--- config.mk ---
export PLATFORM = sky130hd
export DESIGN_NAME = color_sample_vote_classifier_unit
export DESIGN_NICKNAME = d
export VERILOG_FILES = /design/src/hdl/csvc_pkg.sv /design/src/hdl/csvc_front.sv /design/src/hdl/csvc_queue.sv /design/src/hdl/csvc_back.sv /design/src/hdl/color_sample_vote_classifier_unit.sv
export SDC_FILE = /design/constraint.sdc
export NUM_CORES = 2
export LEC_CHECK = 0
export BUFFER_PORTS_ARGS = -buffer_cell sky130_fd_sc_hd__buf_2
export CELL_PAD_IN_SITES_DETAIL_PLACEMENT = 1
export CELL_PAD_IN_SITES_GLOBAL_PLACEMENT = 2
export CORE_ASPECT_RATIO = 1.2
export CORE_MARGIN = 3
export CORE_UTILIZATION = 43
export DETAILED_ROUTE_END_ITERATION = 8
export GPL_TIMING_DRIVEN = 0
export PLACE_DENSITY_LB_ADDON = 0.08
export SLEW_MARGIN = 20
export SYNTH_ARGS = -nofsm -noshare
export SYNTH_HDL_FRONTEND = slang
export SYNTH_SLANG_ARGS = --single-unit
--- constraint.sdc ---
create_clock -name clk -period 14.3 [get_ports clk]
set_clock_uncertainty 0.05 [all_clocks]
set_input_delay 2.145 -clock clk [delete_from_list [all_inputs] [get_ports clk]]
set_output_delay 2.145 -clock clk [all_outputs]
set_load 0.02 [all_outputs]
--- src/hdl/csvc_pkg.sv ---
package csvc_pkg;

	localparam int NUM_REFERENCES = 3;
	localparam int PERIOD_BITS = 16;
	localparam int REF_BITS = 3 * PERIOD_BITS;
	localparam int VOTE_BITS = 16;

	localparam logic [VOTE_BITS-1:0] VOTE_MAX = 16'hFFFF;
	localparam logic [15:0] TOLERANCE_RESET = 16'd10;
	localparam logic [15:0] MIN_VOTES_RESET = 16'd300;

	// Configuration register indexes.
	localparam logic [2:0] REG_REF_ONE = 3'd0;
	localparam logic [2:0] REG_REF_TWO = 3'd1;
	localparam logic [2:0] REG_REF_THREE = 3'd2;
	localparam logic [2:0] REG_TOLERANCE = 3'd3;
	localparam logic [2:0] REG_MIN_VOTES = 3'd4;

	// Match codes carried in the queue; the bin codes share the same values.
	localparam logic [1:0] MATCH_ONE = 2'd0;
	localparam logic [1:0] MATCH_TWO = 2'd1;
	localparam logic [1:0] MATCH_THREE = 2'd2;
	localparam logic [1:0] MATCH_NONE = 2'd3;
	localparam logic [1:0] BIN_OTHER = 2'd3;

	localparam logic [6:0] ANGLE_BIN_ZERO = 7'd0;
	localparam logic [6:0] ANGLE_BIN_ONE = 7'd23;
	localparam logic [6:0] ANGLE_BIN_TWO = 7'd46;
	localparam logic [6:0] ANGLE_OTHER = 7'd70;

	localparam int QUEUE_DEPTH = 4;
	localparam int QUEUE_AW = $clog2(QUEUE_DEPTH);
	localparam int QUEUE_CW = $clog2(QUEUE_DEPTH + 1);

	typedef struct packed {
		logic [NUM_REFERENCES-1:0][REF_BITS-1:0] ref_color;
		logic [15:0] tolerance;
		logic [15:0] min_votes;
	} cfg_t;

	typedef struct packed {
		logic [1:0] match;
		logic window_end;
	} entry_t;

	function automatic logic [6:0] chute_of(input logic [1:0] bin_code);
		logic [6:0] angle;
		case (bin_code)
			MATCH_ONE: angle = ANGLE_BIN_ZERO;
			MATCH_TWO: angle = ANGLE_BIN_ONE;
			MATCH_THREE: angle = ANGLE_BIN_TWO;
			default: angle = ANGLE_OTHER;
		endcase
		return angle;
	endfunction

endpackage

--- src/hdl/csvc_front.sv ---
module csvc_front #(
	parameter int CHANNEL_BITS = 16
) (
	input logic in_valid,
	input logic [15:0] red_period,
	input logic [15:0] green_period,
	input logic [15:0] blue_period,
	input logic window_end,
	input csvc_pkg::cfg_t cfg,
	input logic queue_full,
	output logic in_stall,
	output logic push,
	output csvc_pkg::entry_t push_entry
);

	logic [2:0][CHANNEL_BITS-1:0] reading;
	logic [csvc_pkg::NUM_REFERENCES-1:0] hit;

	assign reading[0] = red_period[CHANNEL_BITS-1:0];
	assign reading[1] = green_period[CHANNEL_BITS-1:0];
	assign reading[2] = blue_period[CHANNEL_BITS-1:0];

	// A reference is hit when every channel lies within the tolerance.
	always_comb begin
		logic [CHANNEL_BITS-1:0] ref_chan;
		logic [CHANNEL_BITS-1:0] diff;
		for (int r = 0; r < csvc_pkg::NUM_REFERENCES; r++) begin
			hit[r] = 1'b1;
			for (int c = 0; c < 3; c++) begin
				ref_chan = cfg.ref_color[r][c*csvc_pkg::PERIOD_BITS +: CHANNEL_BITS];
				diff = (reading[c] >= ref_chan) ? (reading[c] - ref_chan)
					: (ref_chan - reading[c]);
				if (17'(diff) > 17'(cfg.tolerance)) begin
					hit[r] = 1'b0;
				end
			end
		end
	end

	always_comb begin
		if (hit[0]) begin
			push_entry.match = csvc_pkg::MATCH_ONE;
		end else if (hit[1]) begin
			push_entry.match = csvc_pkg::MATCH_TWO;
		end else if (hit[2]) begin
			push_entry.match = csvc_pkg::MATCH_THREE;
		end else begin
			push_entry.match = csvc_pkg::MATCH_NONE;
		end
		push_entry.window_end = window_end;
	end

	assign in_stall = queue_full;
	assign push = in_valid && !queue_full;

endmodule

--- src/hdl/csvc_queue.sv ---
module csvc_queue (
	input logic clk,
	input logic arst_n,
	input logic push,
	input csvc_pkg::entry_t push_entry,
	input logic pop,
	output logic full,
	output logic head_valid,
	output csvc_pkg::entry_t head_entry
);

	csvc_pkg::entry_t [csvc_pkg::QUEUE_DEPTH-1:0] slot_q;
	logic [csvc_pkg::QUEUE_AW-1:0] wr_ptr_q;
	logic [csvc_pkg::QUEUE_AW-1:0] rd_ptr_q;
	logic [csvc_pkg::QUEUE_CW-1:0] count_q;
	logic do_pop;

	assign full = (count_q == csvc_pkg::QUEUE_CW'(csvc_pkg::QUEUE_DEPTH));
	assign head_valid = (count_q != '0);
	assign head_entry = slot_q[rd_ptr_q];
	assign do_pop = pop && head_valid;

	always_ff @(posedge clk) begin
		if (push) begin
			slot_q[wr_ptr_q] <= push_entry;
		end
	end

	always_ff @(posedge clk or negedge arst_n) begin
		if (!arst_n) begin
			wr_ptr_q <= '0;
			rd_ptr_q <= '0;
			count_q <= '0;
		end else begin
			if (push) begin
				wr_ptr_q <= (wr_ptr_q == csvc_pkg::QUEUE_AW'(csvc_pkg::QUEUE_DEPTH - 1))
					? '0 : wr_ptr_q + 1'b1;
			end
			if (do_pop) begin
				rd_ptr_q <= (rd_ptr_q == csvc_pkg::QUEUE_AW'(csvc_pkg::QUEUE_DEPTH - 1))
					? '0 : rd_ptr_q + 1'b1;
			end
			if (push && !do_pop) begin
				count_q <= count_q + 1'b1;
			end else if (do_pop && !push) begin
				count_q <= count_q - 1'b1;
			end
		end
	end

endmodule

--- src/hdl/csvc_back.sv ---
module csvc_back (
	input logic clk,
	input logic arst_n,
	input logic head_valid,
	input csvc_pkg::entry_t head_entry,
	input logic [15:0] min_votes,
	input logic out_stall,
	output logic pop,
	output logic out_valid,
	output logic [1:0] bin,
	output logic [6:0] chute_angle,
	output logic [15:0] votes_one,
	output logic [15:0] votes_two,
	output logic [15:0] votes_three,
	output logic [15:0] tally_one,
	output logic [15:0] tally_two,
	output logic [15:0] tally_three,
	output logic [15:0] tally_other
);

	logic [csvc_pkg::NUM_REFERENCES-1:0][csvc_pkg::VOTE_BITS-1:0] votes_q;
	logic [csvc_pkg::NUM_REFERENCES-1:0][csvc_pkg::VOTE_BITS-1:0] votes_next;
	logic [3:0][15:0] tally_q;
	logic [3:0][15:0] tally_next;
	logic [1:0] bin_next;
	logic out_valid_q;
	logic load_out;
	logic [1:0] bin_q;
	logic [6:0] chute_angle_q;
	logic [15:0] votes_one_q;
	logic [15:0] votes_two_q;
	logic [15:0] votes_three_q;
	logic [15:0] tally_one_q;
	logic [15:0] tally_two_q;
	logic [15:0] tally_three_q;
	logic [15:0] tally_other_q;

	// An item without a result may always leave; one with a result needs
	// the output register free or being emptied this cycle.
	assign pop = head_valid && (!head_entry.window_end || !out_valid_q || !out_stall);
	assign load_out = pop && head_entry.window_end;

	always_comb begin
		logic [csvc_pkg::VOTE_BITS-1:0] best;
		logic all_low;
		for (int r = 0; r < csvc_pkg::NUM_REFERENCES; r++) begin
			votes_next[r] = votes_q[r];
			if (head_entry.match == 2'(r) && votes_q[r] != csvc_pkg::VOTE_MAX) begin
				votes_next[r] = votes_q[r] + 1'b1;
			end
		end
		best = '0;
		bin_next = csvc_pkg::MATCH_ONE;
		all_low = 1'b1;
		for (int r = 0; r < csvc_pkg::NUM_REFERENCES; r++) begin
			if (votes_next[r] > best) begin
				best = votes_next[r];
				bin_next = 2'(r);
			end
			if (votes_next[r] > min_votes) begin
				all_low = 1'b0;
			end
		end
		if (all_low) begin
			bin_next = csvc_pkg::BIN_OTHER;
		end
		tally_next = tally_q;
		if (tally_q[bin_next] != csvc_pkg::VOTE_MAX) begin
			tally_next[bin_next] = tally_q[bin_next] + 1'b1;
		end
	end

	always_ff @(posedge clk or negedge arst_n) begin
		if (!arst_n) begin
			votes_q <= '0;
			tally_q <= '0;
			out_valid_q <= 1'b0;
		end else begin
			if (pop) begin
				votes_q <= head_entry.window_end ? '0 : votes_next;
			end
			if (load_out) begin
				tally_q <= tally_next;
				out_valid_q <= 1'b1;
			end else if (!out_stall) begin
				out_valid_q <= 1'b0;
			end
		end
	end

	always_ff @(posedge clk) begin
		if (load_out) begin
			bin_q <= bin_next;
			chute_angle_q <= csvc_pkg::chute_of(bin_next);
			votes_one_q <= votes_next[0];
			votes_two_q <= votes_next[1];
			votes_three_q <= votes_next[2];
			tally_one_q <= tally_next[0];
			tally_two_q <= tally_next[1];
			tally_three_q <= tally_next[2];
			tally_other_q <= tally_next[3];
		end
	end

	assign out_valid = out_valid_q;
	assign bin = bin_q;
	assign chute_angle = chute_angle_q;
	assign votes_one = votes_one_q;
	assign votes_two = votes_two_q;
	assign votes_three = votes_three_q;
	assign tally_one = tally_one_q;
	assign tally_two = tally_two_q;
	assign tally_three = tally_three_q;
	assign tally_other = tally_other_q;

endmodule

--- src/hdl/color_sample_vote_classifier_unit.sv ---
// Color sample vote classifier.
//
// Input channel (in_valid / in_stall): one red, green and blue period reading
// per item plus window_end, which marks the last reading of a voting window.
// Output channel (out_valid / out_stall): one result item for each input item
// with window_end set, carrying the bin, chute angle, closed window votes and
// the saturating bin tallies. Items without window_end produce no result.
// Configuration channel (cfg_valid / cfg_ready): cfg_ready is always high;
// indexes 0..2 write the reference colors, 3 the tolerance, 4 the minimum
// vote count. Other indexes are ignored. Write only while the block is idle.
//
// Throughput is one item per cycle while in_stall is low. The front
// classifies a reading in the cycle it is accepted and the item enters the
// queue at that edge; once it reaches the queue head, the back end updates
// votes from it and, at a window end, the tallies and its output register.
// While the receiver stalls a result, the back end keeps consuming items
// without results; once a second result waits at the queue head, the four
// entry queue fills and in_stall rises. Reset clears votes, tallies, the
// queue and the output valid, and loads tolerance 10 and minimum 300.
module color_sample_vote_classifier_unit #(
	parameter int CHANNEL_BITS = 16
) (
	input logic clk,
	input logic arst_n,
	input logic in_valid,
	output logic in_stall,
	input logic [15:0] red_period,
	input logic [15:0] green_period,
	input logic [15:0] blue_period,
	input logic window_end,
	output logic out_valid,
	input logic out_stall,
	output logic [1:0] bin,
	output logic [6:0] chute_angle,
	output logic [15:0] votes_one,
	output logic [15:0] votes_two,
	output logic [15:0] votes_three,
	output logic [15:0] tally_one,
	output logic [15:0] tally_two,
	output logic [15:0] tally_three,
	output logic [15:0] tally_other,
	input logic cfg_valid,
	output logic cfg_ready,
	input logic [2:0] cfg_index,
	input logic [47:0] cfg_data
);

	csvc_pkg::cfg_t cfg_q;
	logic push;
	csvc_pkg::entry_t push_entry;
	logic queue_full;
	logic head_valid;
	csvc_pkg::entry_t head_entry;
	logic pop;

	// The register file never refuses a write.
	assign cfg_ready = 1'b1;

	always_ff @(posedge clk or negedge arst_n) begin
		if (!arst_n) begin
			cfg_q.ref_color <= '0;
			cfg_q.tolerance <= csvc_pkg::TOLERANCE_RESET;
			cfg_q.min_votes <= csvc_pkg::MIN_VOTES_RESET;
		end else if (cfg_valid && cfg_ready) begin
			case (cfg_index)
				csvc_pkg::REG_REF_ONE: cfg_q.ref_color[0] <= cfg_data;
				csvc_pkg::REG_REF_TWO: cfg_q.ref_color[1] <= cfg_data;
				csvc_pkg::REG_REF_THREE: cfg_q.ref_color[2] <= cfg_data;
				csvc_pkg::REG_TOLERANCE: cfg_q.tolerance <= cfg_data[15:0];
				csvc_pkg::REG_MIN_VOTES: cfg_q.min_votes <= cfg_data[15:0];
				default: ;
			endcase
		end
	end

	// The front end finds the first reference that the reading matches.
	csvc_front #(
		.CHANNEL_BITS(CHANNEL_BITS)
	) u_front (
		.in_valid(in_valid),
		.red_period(red_period),
		.green_period(green_period),
		.blue_period(blue_period),
		.window_end(window_end),
		.cfg(cfg_q),
		.queue_full(queue_full),
		.in_stall(in_stall),
		.push(push),
		.push_entry(push_entry)
	);

	// Classified items wait here so that the two ends can stall apart.
	csvc_queue u_queue (
		.clk(clk),
		.arst_n(arst_n),
		.push(push),
		.push_entry(push_entry),
		.pop(pop),
		.full(queue_full),
		.head_valid(head_valid),
		.head_entry(head_entry)
	);

	// The back end counts votes, decides the bin at window end and
	// holds the result until the receiver takes it.
	csvc_back u_back (
		.clk(clk),
		.arst_n(arst_n),
		.head_valid(head_valid),
		.head_entry(head_entry),
		.min_votes(cfg_q.min_votes),
		.out_stall(out_stall),
		.pop(pop),
		.out_valid(out_valid),
		.bin(bin),
		.chute_angle(chute_angle),
		.votes_one(votes_one),
		.votes_two(votes_two),
		.votes_three(votes_three),
		.tally_one(tally_one),
		.tally_two(tally_two),
		.tally_three(tally_three),
		.tally_other(tally_other)
	);

endmodule

* Yosys cells after proc, flatten, opt, wreduce, memory -nomap -nowiden
Index checks and enable logic that the tools add are counted.
** Storage, ports and cells
- Register bits after elaboration :: 429
- Latch bits :: 0
- Memory bits (writable) :: 0
- ROM bits :: 0
- Logic and storage cells :: 184
- Memories kept :: 0
** Cells by class
- Add/sub/neg operators :: 26
- Multiply operators :: 0
- Divide/modulo/power cells :: 0
- Magnitude comparators :: 29
- Equality and inequality tests :: 16
- Shift operators :: 0
- Multiplexer cells :: 51
- Bitwise logic cells :: 0
- Reduce and logical (&&, ||, !) cells :: 29
** Operators by type and width (number)
- subtractor 16 bit :: 18
- 2-to-1 mux 16 bit :: 16
- > comparator 16 bit :: 14
- greater-or-equal comparator 16 bit :: 9
- adder 16 x 1 -> 16 bit (second input constant) :: 4
- bitwise mux 64 bit :: 1
- 2-to-1 mux 64 bit :: 1
- inequality test 16 bit (second input constant) :: 4
- 2-to-1 mux 48 bit :: 1
- binary-select mux 16 bit (select 2 bit) :: 1
- demux 16 bit (select 2 bit) :: 1
- case mux 7 bit (3 select lines) :: 1
- > comparator 16 x 1 -> 1 bit (second input constant) :: 1
- 2-to-1 mux 1 bit :: 16
- bitwise mux 12 bit :: 1
- 2-to-1 mux 2 bit :: 6
- 2-to-1 mux 3 bit :: 4
- logical AND 1 bit :: 11
- AND reduction 2 bit :: 5
- less-than comparator 2 x 3 -> 1 bit (second input constant) :: 3
- equality test 2 bit (second input constant) :: 4
- binary-select mux 3 bit (select 2 bit) :: 1
- demux 3 bit (select 2 bit) :: 1
- equality test 3 x 2 -> 1 bit (second input constant) :: 2
- other kinds (14) :: 25

* Longest topological paths before layout
- Depth after elaboration :: 18
- Depth in mapped cells :: 38
- Mapped depth without buffers :: 33

* Cells and area by module
From an unflattened synthesis, not the netlist that was laid out.
** Unflattened totals
- Cell total of the unflattened synthesis :: 3822
- Area, all modules :: 36968.0 um^2
** By module, submodules not included
- csvc_front :: times used 1, cells an instance 2262, area an instance 16467.0 um^2
- csvc_back :: times used 1, cells an instance 1131, area an instance 12966.2 um^2
- color_sample_vote_classifier_unit :: times used 1, cells an instance 377, area an instance 6673.9 um^2
- csvc_queue :: times used 1, cells an instance 52, area an instance 860.8 um^2

* Least setup slack after synthesis
Ideal clock, no wire load.
- Path kind :: in2reg
- Start point :: in out_stall
- End point :: reg u_back.tally_q[10] in the netlist's numbering
- Setup time :: 125 ps
- Data arrival time :: 9220 ps
- Data required time :: 14125 ps
- Slack :: 4905 ps
- Stages on the path :: 7
- Path through :: a31o_2 -> clkbuf_1 -> nor2_1 -> nand2_1 -> nor2_1 -> buf_2 -> mux2_2
** Between the ends
- Longest elaborated chain between the ends :: 4
** RTL lines
- start, declared :: line color_sample_vote_classifier_unit.sv:32 : input logic out_stall,
- zero test 1 bit :: line csvc_back.sv:40 : assign pop = head_valid && (!head_entry.window_end || !out_valid_q || !out_stall);
- logical OR 1 bit :: line csvc_back.sv:40
- logical AND 1 bit :: line csvc_back.sv:40
- logical AND 1 bit :: line csvc_back.sv:41 : assign load_out = pop && head_entry.window_end;
- net u_back.load_out :: line csvc_back.sv:27 : logic load_out;
- end signal, assigned :: line csvc_back.sv:83 : tally_q <= tally_next;
- end, declared :: line csvc_back.sv:23 : logic [3:0][15:0] tally_q;
The timed path passes the listed nets, and every way through them passes these cells.
A chain may end at the register's enable or synchronous reset.

==> results_dict.tcl <==
set metrics [dict create \
    die-area_mm2 0.0871 \
    routabilityCongestion 0.885 \
    ioPinCount 229 \
    cts_made_buffers 51 \
    ys_seq_area_frac 0.315 \
    seq_area_mm2 0.0113 \
    fin_crit_sh 0.925 \
    crit_type "reg2reg" \
    num_vias 30500 \
    cp-end-kind "flip-flop" \
    p_int_uw 4190 \
    fin_crit_ps 13230 \
    clkPwrFrac 0.182 \
    antenna_found_initial 12 \
    status "finished, final reports clean" \
    multi_input_area_mm2 0.0228 \
    layoutNonFillerInstCount 5371 \
    hold_viol 0 \
    post_cts_buffers 0 \
    syn_inst 3918 \
    cpMostUsedCell "buf_2" \
    slew_viol_final 0 \
    cpLargestDelayFamily "buffers and inverters" \
    cts_hold_buf 0 \
    clk_path_buf_depth 3 \
    cp.buffers_inverters 9 \
    ys_types 78 \
    wl_um 126000 \
    setup_viol_count_final 0 \
    crit_fanout 10 \
    track_usage 0.283 \
    dp_hpwl_um 98200 \
    drt-pass1-iter-count 5 \
    pwr-share-comb 0.585 \
    drive_above_1_share 0.136 \
    post_synth_main_area_contributors "dfrtp_1 (20%), ha_1 (18%), edfxtp_1 (11%)" \
    die_w_um 270 \
    clk_latency_ps 660 \
    grt_first_pass_wirelength_um 191000 \
    syn_nets 4559 \
    grt_max_degree 84 \
    p_sw_frac 0.469 \
    setup-tns-final_ps 0 \
    ir_drop_mv 0.177 \
    critPathLaunchType "flip-flop" \
    ys_seq_elements 426 \
    rsz0062_at_grt "false" \
    root_buffer "clkbuf_16" \
    synth_area_leader_cell "dfrtp_1" \
    drc 0 \
    cts_tree "yes" \
    start_util 0.436 \
    synthFlopType "dfrtp_1" \
    design.core.area_mm2 0.0824 \
    max_freq_mhz 75.6 \
    synth_edf_count 130 \
    hp-class "reg2reg" \
    p_seq_frac 0.233 \
    dp_cells 5265 \
    max_cap_violations 0 \
    synthArstFlopShare 0.695 \
    clock_sinks 426 \
    first_global_vias 31400 \
    p_switching_uw 3690 \
    worstPathRequired_ps 14650 \
    ys_warn_count 0 \
    clk_pin_slew_ps 60 \
    p_per_area_mw_per_mm2 194 \
    viasPerCell 5.67 \
    cts_resized 0 \
    overflow 0 \
    io_buffers 227 \
    slowest_delay_ps 800 \
    fillers 9635 \
    power_leakage_uw 0.0192 \
    slew-limit-headroom 0.242 \
    rows 115 \
    crit_slowest_cell "a21oi_2" \
    postSynthAreaPerCell_um2 9.17 \
    worstMarginPinSlew_ps 1130 \
    detail_route.wl_per_cell_um 23.4 \
    netlist_area_mm2 0.0359 \
    layout-area-overhead-vs-synth_pct 12.9 \
    drtAntennaViolNets 0 \
    crit_arrival_ps 13580 \
    die_h_um 323 \
    htree_levels 2 \
    drtIter0Drc 1978 \
    yosysTopAreaCellShare 0.202 \
    nNetsFinal 4848 \
]
power groups by stage:
stage                     sequential, µW  combinational, µW  clock [µW]
after global routing                1870               5070        1520
after global placement              1910               4390           0
after floorplan                     2070               2850           0
after CTS                           1840               4580        1470
final                               1840               4610        1440
after detailed placement            1850               4550           0
state kept, by name, summed over array words and instances, names as in the netlist, 3 cells and up:
name                flops
u_queue.slot_q         12
u_back.votes_q         48
u_queue.count_q         3
cfg_q                 176
u_back.votes_three     16
u_back.tally_three     16
u_back.chute_angle      4
u_back.tally_two       16
u_back.votes_one       16
u_back.tally_q         64
u_back.tally_other     16
u_back.tally_one       16
u_back.votes_two       16
cell families after synthesis:
| family | share of synthesized area |
|---|---|
| AO/OA/AOI/OAI | 0.192 |
| XOR/XNOR | 0.0441 |
| adder cells (fa/ha/maj) | 0.191 |
| AND/OR/NAND/NOR | 0.115 |
| buffers and inverters | 0.0528 |
| flip-flops | 0.315 |
| multiplexers | 0.0907 |
| other | 0.000104 |
worst register-to-register path, delay by kind of cell (launching register included):
kind,cells,cell delay [ps]
flops,1,500
buf+inv,9,3320
simple gates,9,2750
compound gates,6,2700
fa+ha+maj,3,970
xor+xnor,1,410
mux,5,2260
cell type report:
class	count	area share
diodes	10	0.000617
inverters	347	0.0321
flip-flops and latches	426	0.279
clock buffers	68	0.0355
well taps	1111	0.0343
clock inverters	28	0.00953
repair buffers	236	0.0338
multi-input cells	2995	0.561
plain buffers	150	0.0146
layout by cell type (no fill, tap or decap), types with 163 or more instances in the layout:
master   instances
ha_1           517
nand2_1        348
inv_1          347
o21ai_0        334
dfrtp_1        290
a21oi_1        271
buf_2          239
mux2_2         199
nor2_1         182
a21o_1         163
cell usage after synthesis (25+ instances only):
| master | instances |
|---|---|
| xor2_1 | 59 |
| a211oi_1 | 29 |
| xnor2_1 | 122 |
| ha_1 | 517 |
| nand3_1 | 71 |
| o21ai_0 | 334 |
| nand4_1 | 81 |
| mux2i_1 | 95 |
| a21o_1 | 163 |
| dfrtp_1 | 290 |
| nor3_1 | 39 |
| inv_1 | 347 |
| clkbuf_1 | 122 |
| nor2_1 | 183 |
| nand2_1 | 348 |
| o31ai_1 | 25 |
| o21bai_1 | 44 |
| edfxtp_1 | 130 |
| a31oi_1 | 27 |
| mux2_2 | 199 |
| nor2b_1 | 42 |
| o21a_1 | 40 |
| a21oi_1 | 271 |
routing by layer:
layer	share of wire	wire length [µm]	global-route usage
met2	0.46	57400	0.464
met4	0.033	4130	0.0886
met5	0.00010	13	0
met1	0.46	57200	0.382
met3	0.055	6910	0.0479
stage by stage:
step / cell area (µm²) / hold slack [ps] / worst slack, ps / power [µW] / util
floorplan: 35900 / 406 / 4910 / 4920 / -
detailed placement: 38700 / 445 / 1330 / 6400 / 0.470
global route: 40600 / 464 / 324 / 8470 / 0.492
CTS: 40600 / 459 / 1160 / 7890 / 0.492
global placement: 38500 / 426 / 1240 / 6300 / 0.467
finish: 40600 / 457 / 1070 / 7880 / 0.492
worst paths after layout:
path                                     start                     to  slack, ps  cells after the start
max                        u_queue.rd_ptr_q[0]  u_back.tally_other[8]       1070                     33
min                                  cfg_q[20]              cfg_q[20]        460                      1
max reg2reg                u_queue.rd_ptr_q[0]  u_back.tally_other[8]       1070                     33
min reg2reg                          cfg_q[20]              cfg_q[20]        460                      1
max in group asynchronous               arst_n               cfg_q[3]      11380                      4
min in group asynchronous               arst_n              cfg_q[59]       1280                      1
Power figures use the tool's default switching activity.
